File: config.mk
export PLATFORM = sky130hd
export DESIGN_NAME = ttcw_front
export DESIGN_NICKNAME = d
export VERILOG_FILES = /design/src/design/assert_macros.svh /design/src/design/ttcw_pkg.sv /design/src/design/ttcw_front.sv
export SDC_FILE = /design/constraint.sdc
export NUM_CORES = 1
export LEC_CHECK = 0
export BUFFER_PORTS_ARGS = -buffer_cell sky130_fd_sc_hd__buf_2
export CORE_AREA = 2 2 39 41
export DETAILED_ROUTE_END_ITERATION = 16
export DIE_AREA = 0 0 41 43
export MAX_ROUTING_LAYER = met4
export PLACE_DENSITY = 0.59
export SETUP_SLACK_MARGIN = 0.4
export SYNTH_ARGS = -nofsm -noshare
export SYNTH_HDL_FRONTEND = slang
export SYNTH_SLANG_ARGS = --single-unit
File: constraint.sdc
create_clock -name vclk -period 0.9
set_input_delay 0.045 -clock vclk [all_inputs]
set_output_delay 0.045 -clock vclk [all_outputs]
set_load 0.005 [all_outputs]
File: src/design/assert_macros.svh
// assertion macros shared by the text terminal rtl
// depends on nothing; included by files that carry concurrent checks
`ifndef ASSERT_MACROS_SVH
`define ASSERT_MACROS_SVH

// concurrent check on a given clock, disabled while the active-low reset is low
`define TTCW_ASSERT_AT(lbl, clk, rstn, prop, msg) \
  lbl: assert property (@(posedge clk) disable iff (!rstn) prop) else $error(msg);

// concurrent check on the usual clock and reset names
`define TTCW_ASSERT(lbl, prop, msg) \
  `TTCW_ASSERT_AT(lbl, clk_i, rst_ni, prop, msg)

`endif

File: src/design/ttcw_pkg.sv
// shared types and constants of the text terminal character writer
// no dependencies; used by every module of the block
`default_nettype none

package ttcw_pkg;

  // screen store geometry
  localparam int MAX_COLS = 64;
  localparam int MAX_ROWS = 32;
  localparam int COL_W    = 6;
  localparam int ROW_W    = 5;
  localparam int ADDR_W   = ROW_W + COL_W;

  // configuration register widths and reset values
  localparam int COLS_CFG_W = 7;
  localparam int ROWS_CFG_W = 6;
  localparam logic [COLS_CFG_W-1:0] COLS_RESET = 7'd64;
  localparam logic [ROWS_CFG_W-1:0] ROWS_RESET = 6'd32;
  localparam logic [COLS_CFG_W-1:0] COLS_MAX   = 7'd64;
  localparam logic [ROWS_CFG_W-1:0] ROWS_MAX   = 6'd32;

  // character codes
  localparam logic [7:0] BLANK           = 8'h20;
  localparam logic [7:0] NEWLINE         = 8'h0a;
  localparam logic [7:0] FIRST_PRINTABLE = 8'h20;

  // input modes
  localparam logic [1:0] MODE_WRITE = 2'd0;
  localparam logic [1:0] MODE_CLEAR = 2'd1;
  localparam logic [1:0] MODE_HOME  = 2'd2;
  localparam logic [1:0] MODE_READ  = 2'd3;

  // register select, taken from address bit 2
  localparam logic REG_COLS = 1'b0;
  localparam logic REG_ROWS = 1'b1;

  // bus widths
  localparam int IN_TDATA_W  = 24;
  localparam int IN_TUSER_W  = 2;
  localparam int OUT_TDATA_W = 40;
  localparam int APB_ADDR_W  = 3;
  localparam int APB_DATA_W  = 32;

  // command queue
  localparam int QUEUE_DEPTH = 2;
  localparam int QPTR_W      = 1;
  localparam int QCNT_W      = 2;

  // classified command kinds
  typedef enum logic [2:0] {
    CMD_CHAR,
    CMD_NEWLINE,
    CMD_IGNORE,
    CMD_CLEAR,
    CMD_HOME,
    CMD_READ
  } cmd_kind_e;

  typedef struct packed {
    cmd_kind_e         kind;
    logic [7:0]        ch;
    logic [ADDR_W-1:0] rd_addr;
  } cmd_t;

  // result item, last field in the lowest bits
  typedef struct packed {
    logic [7:0]       read_data;
    logic [5:0]       cursor_row;
    logic [COL_W-1:0] cursor_col;
    logic             new_line;
    logic [COL_W-1:0] cell_col;
    logic [ROW_W-1:0] cell_row;
    logic             wrote_char;
    logic             scrolled;
  } result_t;

  localparam int RES_W = $bits(result_t);

endpackage

`default_nettype wire

File: src/design/ttcw_front.sv
// front end: unpacks input transactions and classifies them into commands
// depends on ttcw_pkg
`default_nettype none

module ttcw_front (
  input  logic                            s_tvalid_i,
  output logic                            s_tready_o,
  input  logic [ttcw_pkg::IN_TDATA_W-1:0] s_tdata_i,
  input  logic [ttcw_pkg::IN_TUSER_W-1:0] s_tuser_i,
  input  logic                            enable_i,
  input  logic                            q_full_i,
  output logic                            push_o,
  output ttcw_pkg::cmd_t                  cmd_o
);

  logic [7:0]                 char_code;
  logic [ttcw_pkg::ROW_W-1:0] read_row;
  logic [ttcw_pkg::COL_W-1:0] read_col;

  // field unpacking
  assign char_code = s_tdata_i[7:0];
  assign read_row  = s_tdata_i[12:8];
  assign read_col  = s_tdata_i[18:13];

  // handshake towards the queue
  assign s_tready_o = enable_i & ~q_full_i;
  assign push_o     = s_tvalid_i & s_tready_o;

  // classification
  always_comb begin
    cmd_o         = '0;
    cmd_o.ch      = char_code;
    cmd_o.rd_addr = {read_row, read_col};
    unique case (s_tuser_i)
      ttcw_pkg::MODE_WRITE: begin
        if (char_code == ttcw_pkg::NEWLINE) begin
          cmd_o.kind = ttcw_pkg::CMD_NEWLINE;
        end else if (char_code >= ttcw_pkg::FIRST_PRINTABLE) begin
          cmd_o.kind = ttcw_pkg::CMD_CHAR;
        end else begin
          cmd_o.kind = ttcw_pkg::CMD_IGNORE;
        end
      end
      ttcw_pkg::MODE_CLEAR: cmd_o.kind = ttcw_pkg::CMD_CLEAR;
      ttcw_pkg::MODE_HOME:  cmd_o.kind = ttcw_pkg::CMD_HOME;
      ttcw_pkg::MODE_READ:  cmd_o.kind = ttcw_pkg::CMD_READ;
      default:              cmd_o.kind = ttcw_pkg::CMD_IGNORE;
    endcase
  end

endmodule

`default_nettype wire

**Yosys cells after proc, flatten, opt, wreduce, memory -nomap -nowiden**

Index checks and enable logic that the tools add are counted.

- Magnitude comparators: 1
- Eq/ne operators: 4
- Muxes and demuxes: 3
- Bitwise logic cells: 3
- Reduce and logical (&&, ||, !) cells: 1

Operators with widths:

| operator | number |
|---|---|
| $pmux W3 S4 | 1 |
| $eq A8 B4 Y1 const B | 1 |
| $ge A8 B6 Y1 const B | 1 |
| $eq A2 B2 Y1 const B | 2 |
| $mux W2 | 2 |
| $and A1 B1 Y1 | 2 |
| $eq A2 B1 Y1 const B | 1 |
| $logic_not A2 Y1 | 1 |
| $not A1 Y1 | 1 |

- Register bits: 0
- Input port bits: 29

**Longest topological paths before layout**

- Depth after elaboration: 4
- Depth in mapped cells: 3
- Mapped depth without buffers: 3

**Worst setup path before layout**

Ideal clock, no wire load.

- Kind: input to output
- From: in s_tdata_i[2] (netlist bit)
- To: out cmd_o[20] (netlist bit)
- Arrival time: 560 ps
- Path slack: 295 ps
- Cell stages on the path: 3
- Buffers on the path: 0
- Path through: nor4b_4 > nand2_1 > a22o_1

RTL lines:

| what | line | text |
|---|---|---|
| from (decl) | ttcw_front.sv:8 | `input logic [ttcw_pkg::IN_TDATA_W-1:0] s_tdata_i,` |
| to (decl) | ttcw_front.sv:13 | `output ttcw_pkg::cmd_t cmd_o` |

==> metrics.txt <==
Tightest Pin Transition ~260 ps; Mapped Cells 28; global-route met1 utilization 0.0380; final core utilization 0.219; Yosys warning total 0; static leakage power 0.161 nW; quantity of I/O buffers inserted on ports 26; fraction of the yosys area taken by sequential cells 0; endpoints failing setup 0; Core Footprint roughly 1400 um^2; global-route wire length before repair approximately 590 um; area of the die 1760 um^2; routing layer with the top usage in global route met2; nature of the critical path startpoint primary input; setup slack at placement -13.7 ps; layout cells sized above 1 0.914; ANT nets after route 0; pwr dens approximately 400 nW/um^2; maximum number of pins on one net before global-route repair 4; cell with the largest stage delay on the worst path nor4b_4; worst-path cell chain buf_6 -> nor4b_4 -> nand2_1 -> a22o_1 -> buf_2; Net Count, Synth 57; final worst-path cycle share 0.976; critical path capture point type output pin; # clk buffers 0; row count 14; Final min period between 800 and 900 ps; number of hold violations in the final report 0; synthesized area per cell roughly 7.6 um^2; Max Freq around 1.1 GHz; DRT iter0 DRCs 0; Post-CTS Hold Fix Bufs 0; Ant. Diodes 0; worst IR drop on VDD around 94 uV; number of instances on the worst hold path 0; Pre-antenna DRT Iters 1; FFs & Latches 0; type of the worst min-delay path primary input to output pin; total half-perimeter wirelength after legalization and detailed placement slightly above 400 um; data arrival time of the worst path slightly above 800 ps; Final nets 66; drt drc 0; ratio of routed vias to standard cells 3.96; number of gates on the worst path with buffers counted 5; Post-Syn Area approximately 210 um^2; largest delay contributor family on the critical path simple AND/OR/NAND/NOR gates; number of maximum-capacitance constraint violations 0; Final GP Congestion between 0.6 and 0.7; overall power of the completed layout around 0.00012 W; run status completed; overall fraction of global-route tracks in use 0.0471; overall overflow remaining after global route 0; number of vias in the routed layout around 200; maximum net fanout on the critical path 2; initial antenna violation count 0; fraction of met2 tracks used by global routing 0.100; drt wl/cell ~10 um; Worst Slack Setup Final between 20 and 25 ps; die boundary width roughly 40 um; pins over their slew limit 0; starting utilization of the core area 0.155; Setup CP Type primary input to output pin; maximum single-stage delay on the critical path roughly 300 ps; buffers and inverters on the worst path 2; synth unique cells 10; Area Overhead vs Synth 41.5%; Slew Limit Headroom 0.829; setup repair after global routing missed its margin true; height of the die 43 um; required time worst endpoint 850 ps; total wire length about 500 um; GR Util met3 0.00524; Boundary Pins 53; area taken by flip-flops and latches 0 um^2; number of global-route vias before repair roughly 170
cell type report:
| class | instances | area [um^2] |
|---|---|---|
| multi-input cells | 7 | 97.6 |
| repair buffers | 27 | 181 |
| fillers | 151 | 1080 |
| inverters | 1 | 3.75 |
| well taps | 16 | 20.0 |
stage by stage:
step	TNS, ps	area, um^2	instances	hold WS (ps)
floorplan	0	229	28	125
global placement	0	233	50	90.0
detailed placement	-13.7	233	50	90.0
CTS	-7.14	265	50	90.0
global route	-32.0	303	51	90.0
finish	0	303	51	90.0
layer usage:
layer | up-vias | wire, um
met5 | - | 0
met4 | 0 | 0
met3 | 0 | 99
met2 | 27 | 238
met1 | 88 | 158
li1 | 87 | -
power breakdown:
group	switching [W]	leakage [nW]	total (W)	internal [W]
Clock	0	0	0	0
Sequential	0	0	0	0
Combinational	0.0000456	0.161	0.000122	0.0000768
Total	0.0000456	0.161	0.000122	0.0000768
synthesized netlist by cell type (all sizes together):
master  count  area share
and2        1       0.029
a31o        1       0.041
nor4        1       0.029
nor4b       1        0.11
a22o        1       0.041
buf        19        0.67
clkbuf      1       0.018
nand2       1       0.018
nor2b       1       0.029
inv         1       0.018
timing repair:
action	4_1_cts	5_1_grt
setup endpoints to repair	3	3
gates cloned	0	0
buffers inserted	0	1
hold endpoints to repair	0	0
pin swaps	4	3
resized for setup	7	5
worst paths after layout:
check	from	endpoint	slack [ps]
setup / recovery	s_tdata_i[4]	cmd_o[20]	20
hold / removal	s_tdata_i[15]	cmd_o[2]	90
cells by family after synthesis:
group / synth area share
buffers and inverters: 0.702
AOI/OAI and AO/OA: 0.0819
and+or+nand+nor: 0.216
layout by cell type, fill, tap and decap left out:
cell type / instances
nor4_4: 1
buf_6: 7
buf_2: 19
nor2b_4: 1
buf_4: 1
inv_1: 1
nor4b_4: 1
and2_4: 1
nand2_1: 1
a31o_4: 1
a22o_1: 1
Power figures use the tool's default switching activity.
