$ cat src/design/assert_macros.svh
// assertion macros shared by the text terminal rtl
// depends on nothing; included by files that carry concurrent checks
`ifndef ASSERT_MACROS_SVH
`define ASSERT_MACROS_SVH

// concurrent check on a given clock, disabled while the active-low reset is low
`define TTCW_ASSERT_AT(lbl, clk, rstn, prop, msg) \
  lbl: assert property (@(posedge clk) disable iff (!rstn) prop) else $error(msg);

// concurrent check on the usual clock and reset names
`define TTCW_ASSERT(lbl, prop, msg) \
  `TTCW_ASSERT_AT(lbl, clk_i, rst_ni, prop, msg)

`endif

$ cat src/design/ttcw_pkg.sv
// shared types and constants of the text terminal character writer
// no dependencies; used by every module of the block
`default_nettype none

package ttcw_pkg;

  // screen store geometry
  localparam int MAX_COLS = 64;
  localparam int MAX_ROWS = 32;
  localparam int COL_W    = 6;
  localparam int ROW_W    = 5;
  localparam int ADDR_W   = ROW_W + COL_W;

  // configuration register widths and reset values
  localparam int COLS_CFG_W = 7;
  localparam int ROWS_CFG_W = 6;
  localparam logic [COLS_CFG_W-1:0] COLS_RESET = 7'd64;
  localparam logic [ROWS_CFG_W-1:0] ROWS_RESET = 6'd32;
  localparam logic [COLS_CFG_W-1:0] COLS_MAX   = 7'd64;
  localparam logic [ROWS_CFG_W-1:0] ROWS_MAX   = 6'd32;

  // character codes
  localparam logic [7:0] BLANK           = 8'h20;
  localparam logic [7:0] NEWLINE         = 8'h0a;
  localparam logic [7:0] FIRST_PRINTABLE = 8'h20;

  // input modes
  localparam logic [1:0] MODE_WRITE = 2'd0;
  localparam logic [1:0] MODE_CLEAR = 2'd1;
  localparam logic [1:0] MODE_HOME  = 2'd2;
  localparam logic [1:0] MODE_READ  = 2'd3;

  // register select, taken from address bit 2
  localparam logic REG_COLS = 1'b0;
  localparam logic REG_ROWS = 1'b1;

  // bus widths
  localparam int IN_TDATA_W  = 24;
  localparam int IN_TUSER_W  = 2;
  localparam int OUT_TDATA_W = 40;
  localparam int APB_ADDR_W  = 3;
  localparam int APB_DATA_W  = 32;

  // command queue
  localparam int QUEUE_DEPTH = 2;
  localparam int QPTR_W      = 1;
  localparam int QCNT_W      = 2;

  // classified command kinds
  typedef enum logic [2:0] {
    CMD_CHAR,
    CMD_NEWLINE,
    CMD_IGNORE,
    CMD_CLEAR,
    CMD_HOME,
    CMD_READ
  } cmd_kind_e;

  typedef struct packed {
    cmd_kind_e         kind;
    logic [7:0]        ch;
    logic [ADDR_W-1:0] rd_addr;
  } cmd_t;

  // result item, last field in the lowest bits
  typedef struct packed {
    logic [7:0]       read_data;
    logic [5:0]       cursor_row;
    logic [COL_W-1:0] cursor_col;
    logic             new_line;
    logic [COL_W-1:0] cell_col;
    logic [ROW_W-1:0] cell_row;
    logic             wrote_char;
    logic             scrolled;
  } result_t;

  localparam int RES_W = $bits(result_t);

endpackage

`default_nettype wire

$ cat src/design/ttcw_queue.sv
// short command queue between the front and back ends
// depends on ttcw_pkg
`default_nettype none

module ttcw_queue (
  input  logic           clk_i,
  input  logic           rst_ni,
  input  logic           push_i,
  input  ttcw_pkg::cmd_t cmd_i,
  output logic           full_o,
  input  logic           pop_i,
  output ttcw_pkg::cmd_t cmd_o,
  output logic           empty_o
);

  ttcw_pkg::cmd_t                entries_q [ttcw_pkg::QUEUE_DEPTH];
  logic [ttcw_pkg::QPTR_W-1:0]   wr_ptr_q, wr_ptr_d;
  logic [ttcw_pkg::QPTR_W-1:0]   rd_ptr_q, rd_ptr_d;
  logic [ttcw_pkg::QCNT_W-1:0]   count_q, count_d;

  assign full_o  = (count_q == ttcw_pkg::QCNT_W'(ttcw_pkg::QUEUE_DEPTH));
  assign empty_o = (count_q == '0);
  assign cmd_o   = entries_q[rd_ptr_q];

  // pointer and fill count update
  always_comb begin
    wr_ptr_d = push_i ? ttcw_pkg::QPTR_W'(wr_ptr_q + 1'b1) : wr_ptr_q;
    rd_ptr_d = pop_i  ? ttcw_pkg::QPTR_W'(rd_ptr_q + 1'b1) : rd_ptr_q;
    case ({push_i, pop_i})
      2'b10:   count_d = ttcw_pkg::QCNT_W'(count_q + 1'b1);
      2'b01:   count_d = ttcw_pkg::QCNT_W'(count_q - 1'b1);
      default: count_d = count_q;
    endcase
  end

  always_ff @(posedge clk_i or negedge rst_ni) begin
    if (!rst_ni) begin
      wr_ptr_q <= '0;
      rd_ptr_q <= '0;
      count_q  <= '0;
    end else begin
      wr_ptr_q <= wr_ptr_d;
      rd_ptr_q <= rd_ptr_d;
      count_q  <= count_d;
    end
  end

  // queue storage
  always_ff @(posedge clk_i) begin
    if (push_i) begin
      entries_q[wr_ptr_q] <= cmd_i;
    end
  end

endmodule

`default_nettype wire

$ cat config.mk
export PLATFORM = sky130hd
export DESIGN_NAME = ttcw_queue
export DESIGN_NICKNAME = d
export VERILOG_FILES = /design/src/design/assert_macros.svh /design/src/design/ttcw_pkg.sv /design/src/design/ttcw_queue.sv
export SDC_FILE = /design/constraint.sdc
export NUM_CORES = 1
export LEC_CHECK = 0
export BUFFER_PORTS_ARGS = -buffer_cell sky130_fd_sc_hd__buf_2
export CELL_PAD_IN_SITES_DETAIL_PLACEMENT = 0
export CELL_PAD_IN_SITES_GLOBAL_PLACEMENT = 1
export CORE_UTILIZATION = 44
export CTS_BUF_LIST = sky130_fd_sc_hd__clkbuf_4
export CTS_CLUSTER_SIZE = 40
export DETAILED_ROUTE_END_ITERATION = 12
export HOLD_SLACK_MARGIN = 0.12
export PLACE_DENSITY = 0.79
export SETUP_SLACK_MARGIN = 0.2
export SYNTH_ARGS = -nofsm -noshare
export SYNTH_HDL_FRONTEND = slang
export SYNTH_SLANG_ARGS = --single-unit
$ cat constraint.sdc
create_clock -name clk_i -period 2.56 [get_ports clk_i]
set_clock_uncertainty 0.1 [all_clocks]
set_input_delay 0.512 -clock clk_i [delete_from_list [all_inputs] [get_ports clk_i]]
set_output_delay 0.512 -clock clk_i [all_outputs]
set_load 0.02 [all_outputs]
; Word-level counts from Yosys, hierarchy flattened
; Memories as Yosys holds them, arrays and structs flattened.
; Cells that the tools add are included.
[totals]
register_bits = 4
ramBits = 44
out_inout_bits = 24
wordCells = 16
n_memories = 1
[op_classes]
n_addsub = 4
n_eq_ne = 3
muxes = 3
reduce_logical = 2
[mem_list]
columns = memory, depth, width, read_ports, rd_clocked_by_memory_dff, wr, line_no
row1 = entries_q, 2, 22, 1, 0, 1, ttcw_queue.sv:16  ; ttcw_pkg::cmd_t entries_q [ttcw_pkg::QUEUE_DEPTH];
[ops]
columns = op, n
row1 = 2-bit == test (second input constant), 2
row2 = 2-bit one-hot mux with 2 select lines, 1
row3 = 1-bit adder (second input constant), 2
row4 = 2-bit by 1-bit adder with 2-bit output (second input constant), 1
row5 = 2-bit by 1-bit == test with 1-bit output (second input constant), 1
row6 = 2-bit zero test, 1
row7 = 1-bit 2-to-1 mux, 2
row8 = 2-bit nonzero test, 1
row9 = 2-bit by 1-bit subtractor with 2-bit output (second input constant), 1

; Logic depth before layout (Yosys ltp)
[depth]
depth_word = 2
ltp_mapped = 5
depth_no_buf = 5

; Least setup slack after synthesis
; Ideal clock, no wire load.
[synth_timing]
kind = input port to flip-flop
startpoint = input port push_i
endpoint = memory entries_q[0][0] in the netlist's numbering, enable pin
arrival_time_ps = 1499
slack_ps = 560
stages = 2
cell_sequence = inv_1 nor2_1
[synth_between]
elab_chain_len = 2
[synth_lines]
columns = element, line_no
row1 = from (decl), ttcw_queue.sv:8  ; input logic push_i,
row2 = 1-bit 2-to-1 mux, ttcw_queue.sv:50  ; if (push_i) begin
row3 = 1-bit 2-to-1 mux (not written as such), ttcw_queue.sv:51  ; entries_q[wr_ptr_q] <= cmd_i;
row4 = to (decl), ttcw_queue.sv:16
; No other way between the ends.

==> run_summary.xml <==
<?xml version="1.0" encoding="UTF-8"?>
<metrics>
  <group name="status">
    <metric name="status" unit="">finished, final reports clean</metric>
  </group>
  <group name="routing">
    <metric name="drt-vias-per-instance" unit="">4.69</metric>
    <metric name="firstDrtPassIters" unit="">4</metric>
    <metric name="drc" unit="">0</metric>
    <metric name="routed_wl" unit="um">2620</metric>
    <metric name="detail_route_antenna_nets" unit="">0</metric>
    <metric name="route.detailed.wl_per_inst" unit="um">13.7</metric>
    <metric name="detailroute.via_count" unit="">895</metric>
    <metric name="count_of_routing_violations_after_the_opening_detailed_route_iteration" unit="">71</metric>
  </group>
  <group name="global_routing">
    <metric name="grt_pass1_wl" unit="um">4180</metric>
    <metric name="number_of_global_route_vias_before_repair" unit="">952</metric>
    <metric name="grt_start_max_net_pins" unit="">23</metric>
    <metric name="grt_util_all_layers" unit="%">13.8</metric>
    <metric name="grt_remaining_overflow" unit="">0</metric>
    <metric name="antenna_found_initial" unit="">0</metric>
  </group>
  <group name="synthesis">
    <metric name="synth.distinct_cells" unit="">11</metric>
    <metric name="proportion_of_synthesized_chip_area_in_sequential_cells" unit="%">80.0</metric>
    <metric name="yosys.area_share.adder" unit="%">0.704</metric>
    <metric name="area_fraction_in_and_or_nand_and_nor_cells_after_synthesis" unit="%">1.41</metric>
    <metric name="synthCells" unit="">84</metric>
    <metric name="postSynthRegisterBits" unit="">48</metric>
    <metric name="synth_compound_gate_area_share" unit="%">0</metric>
    <metric name="synth_mux_area_share" unit="%">13.9</metric>
    <metric name="yosysWarningCount" unit="">0</metric>
    <metric name="synth_top_family_by_area" unit="">multiplexers</metric>
    <metric name="synthesized_netlist_net_count" unit="">111</metric>
    <metric name="cell_area_synth" unit="um2">1780</metric>
    <metric name="synth_xor_area_share" unit="%">2.46</metric>
    <metric name="post_synth.cell_area_avg" unit="um2">21.2</metric>
  </group>
  <group name="sta">
    <metric name="finalCriticalPeriod" unit="ps">2060</metric>
    <metric name="hold_viol" unit="">0</metric>
    <metric name="timing.final.crit_share" unit="%">80.5</metric>
    <metric name="clock.fmax" unit="GHz">0.485</metric>
    <metric name="finalSetupTns" unit="ps">0</metric>
    <metric name="worst_hold_slack" unit="ps">253</metric>
    <metric name="tightest_slew" unit="ps">538</metric>
    <metric name="slew_violations" unit="">0</metric>
    <metric name="grt_setup_unrepaired" unit="">false</metric>
    <metric name="report.final.setup_viol" unit="">0</metric>
    <metric name="max-slew-margin-rel" unit="%">64.1</metric>
  </group>
  <group name="power_and_ir_drop">
    <metric name="power.internal" unit="W">0.00149</metric>
    <metric name="swShare" unit="%">32.8</metric>
    <metric name="power.leakage" unit="nW">0.835</metric>
    <metric name="clock_power_share" unit="%">13.3</metric>
    <metric name="vdd_drop_max" unit="V">0.000480</metric>
    <metric name="netsw" unit="W">0.000728</metric>
    <metric name="comb_power_share" unit="%">37.0</metric>
    <metric name="cellPowerDensity" unit="nW/um2">1030</metric>
    <metric name="p_seq_share" unit="%">49.7</metric>
  </group>
  <group name="floorplan">
    <metric name="io_pins" unit="">50</metric>
    <metric name="placeableCoreArea" unit="um2">3770</metric>
    <metric name="initial_core_util" unit="%">47.1</metric>
    <metric name="fp-row-count" unit="">22</metric>
    <metric name="design.die.area" unit="um2">4300</metric>
    <metric name="dieHeight" unit="um">65.5</metric>
    <metric name="chipWidth" unit="um">65.5</metric>
  </group>
  <group name="layout">
    <metric name="flow.area_growth_from_synthesis" unit="%">20.8</metric>
    <metric name="layout-drive-gt1-share" unit="%">56.6</metric>
    <metric name="layout_common_cells" unit="">buf_2 (49), edfxtp_1 (44), mux2_2 (22), clkbuf_4 (5)</metric>
    <metric name="diodes" unit="">0</metric>
    <metric name="finish.net_count" unit="">170</metric>
    <metric name="most_common_library_cell_in_the_layout_ignoring_fill_and_taps" unit="">buf_2</metric>
  </group>
  <group name="placed_design">
    <metric name="final_gp_congestion" unit="">0.698</metric>
    <metric name="place.detailed.hpwl" unit="um">1850</metric>
    <metric name="place.port_buffers" unit="">49</metric>
  </group>
  <group name="job">
    <metric name="drv_cap" unit="">0</metric>
  </group>
  <group name="clocking">
    <metric name="numClockSinks" unit="">48</metric>
    <metric name="tritoncts.num_buffers" unit="">5</metric>
    <metric name="cts_tree" unit="">built</metric>
    <metric name="clockBufferDepth" unit="">2</metric>
    <metric name="clock_tree.root_cell" unit="">clkbuf_4</metric>
    <metric name="total_number_of_h_tree_levels" unit="">2</metric>
    <metric name="clock_latency" unit="ps">340</metric>
    <metric name="cts_resized" unit="">0</metric>
    <metric name="clkSlewWorstSetupHoldPaths" unit="ps">110</metric>
  </group>
  <group name="min_path">
    <metric name="holdCritStartpoint" unit="">cmd_i[0]</metric>
    <metric name="timing.hold.worst.class" unit="">in -&gt; reg</metric>
  </group>
  <group name="worst_setup_path">
    <metric name="setup.worst_path.start" unit="">rd_ptr_q</metric>
    <metric name="crit-reg2reg-launch" unit="">wr_ptr_q</metric>
    <metric name="critical-path-max-stage-delay" unit="ps">360</metric>
    <metric name="startpoint_type" unit="">register</metric>
    <metric name="arrival" unit="ps">1450</metric>
    <metric name="timing.critical_path.to_type" unit="">output pin</metric>
    <metric name="critPathSlowestCell" unit="">dfrtp_1</metric>
    <metric name="cp_top_family" unit="">buffers and inverters</metric>
    <metric name="cp.required" unit="ps">1950</metric>
    <metric name="worstPathCellList" unit="">buf_4 &gt; mux2_2 &gt; buf_2</metric>
    <metric name="timing.setup.critical_path_class" unit="">reg -&gt; out</metric>
    <metric name="crit_fanout" unit="">14</metric>
    <metric name="cp_num_buf_inv" unit="">2</metric>
  </group>
</metrics>
==> path summary, 6_finish.rpt <==
kind / depth (start not counted) / slack [ps] / endpoint
setup / recovery: 3 / 500 / cmd_o[14]
hold / removal: 1 / 250 / entries_q[0][0]
setup reg to reg: 2 / 980 / entries_q[0][1]
hold reg to reg: 1 / 400 / count_q[1]
max in group asynchronous: 2 / 1850 / count_q[0]
min in group asynchronous: 2 / 400 / wr_ptr_q
==> cell type report <==
type	instances	area, um2
Inverter	1	3.75
Sequential cell	48	1420
Multi-Input combinational cell	33	332
Timing Repair Buffer	54	285
Clock inverter	2	7.51
Tap cell	48	60.1
Clock buffer	5	37.5
Fill cell	318	1620
==> layer usage <==
| metal | part of all wire, % | vias up | track usage [%] |
|---|---|---|---|
| li1 | - | 436 | - |
| met2 | 49 | 39 | 23.2 |
| met4 | 0.69 | 0 | 6.52 |
| met3 | 8.4 | 2 | 4.69 |
| met1 | 42 | 418 | 15.6 |
| met5 | 0 | - | 0 |
==> power by group through the flow <==
| stage | combinational [W] | sequential (W) | clock [W] |
|---|---|---|---|
| floorplan | 0.000586 | 0.00112 | 0 |
| global placement | 0.000821 | 0.00111 | 0 |
| detailed placement | 0.000829 | 0.00112 | 0 |
| CTS | 0.000835 | 0.00110 | 0.000309 |
| global route | 0.000889 | 0.00112 | 0.000335 |
| finish | 0.000819 | 0.00110 | 0.000296 |
==> per-stage QoR <==
stage / cells / worst slack, ps / power, W / cell area, um2 / utilization, %
after global placement: 183 / 746 / 0.00193 / 2090 / 55.5
after CTS: 191 / 459 / 0.00225 / 2150 / 56.9
final: 191 / 499 / 0.00221 / 2150 / 56.9
after global routing: 191 / 423 / 0.00234 / 2150 / 56.9
after floorplan: 84 / 560 / 0.00170 / 1780 / -
after detailed placement: 183 / 714 / 0.00195 / 2090 / 55.5
==> Yosys cell counts <==
library cell  count  area share, %
edfxtp_1         44             74
mux2_2           22             14
dfrtp_1           4            5.6
nor2_1            3           0.63
xor2_1            3            1.5
buf_6             2            1.3
xnor2_1           2           0.99
and2_1            1           0.35
and2b_1           1           0.42
ha_1              1           0.70
inv_1             1           0.21
==> timing repair <==
item	CTS	global route
endpoints found under the hold margin	4	0
setup endpoints to repair	0	0
hold buffers	1	0
setup buffers	0	0
==> registers in the layout, summed over array words and instances (netlist names) <==
name and cells:
rd_ptr_q 1, wr_ptr_q 1, entries_q 44, count_q 2
==> kinds of logic (layout without fill, tap and decap cells) <==
kind of cell,count (synthesis),count (layout)
adder cells (fa/ha/maj),1,1
flip-flops,48,48
multiplexers,22,22
AND/OR/NAND/NOR,5,5
buffers and inverters,3,62
XOR/XNOR,5,5
Power figures use the tool's default switching activity.
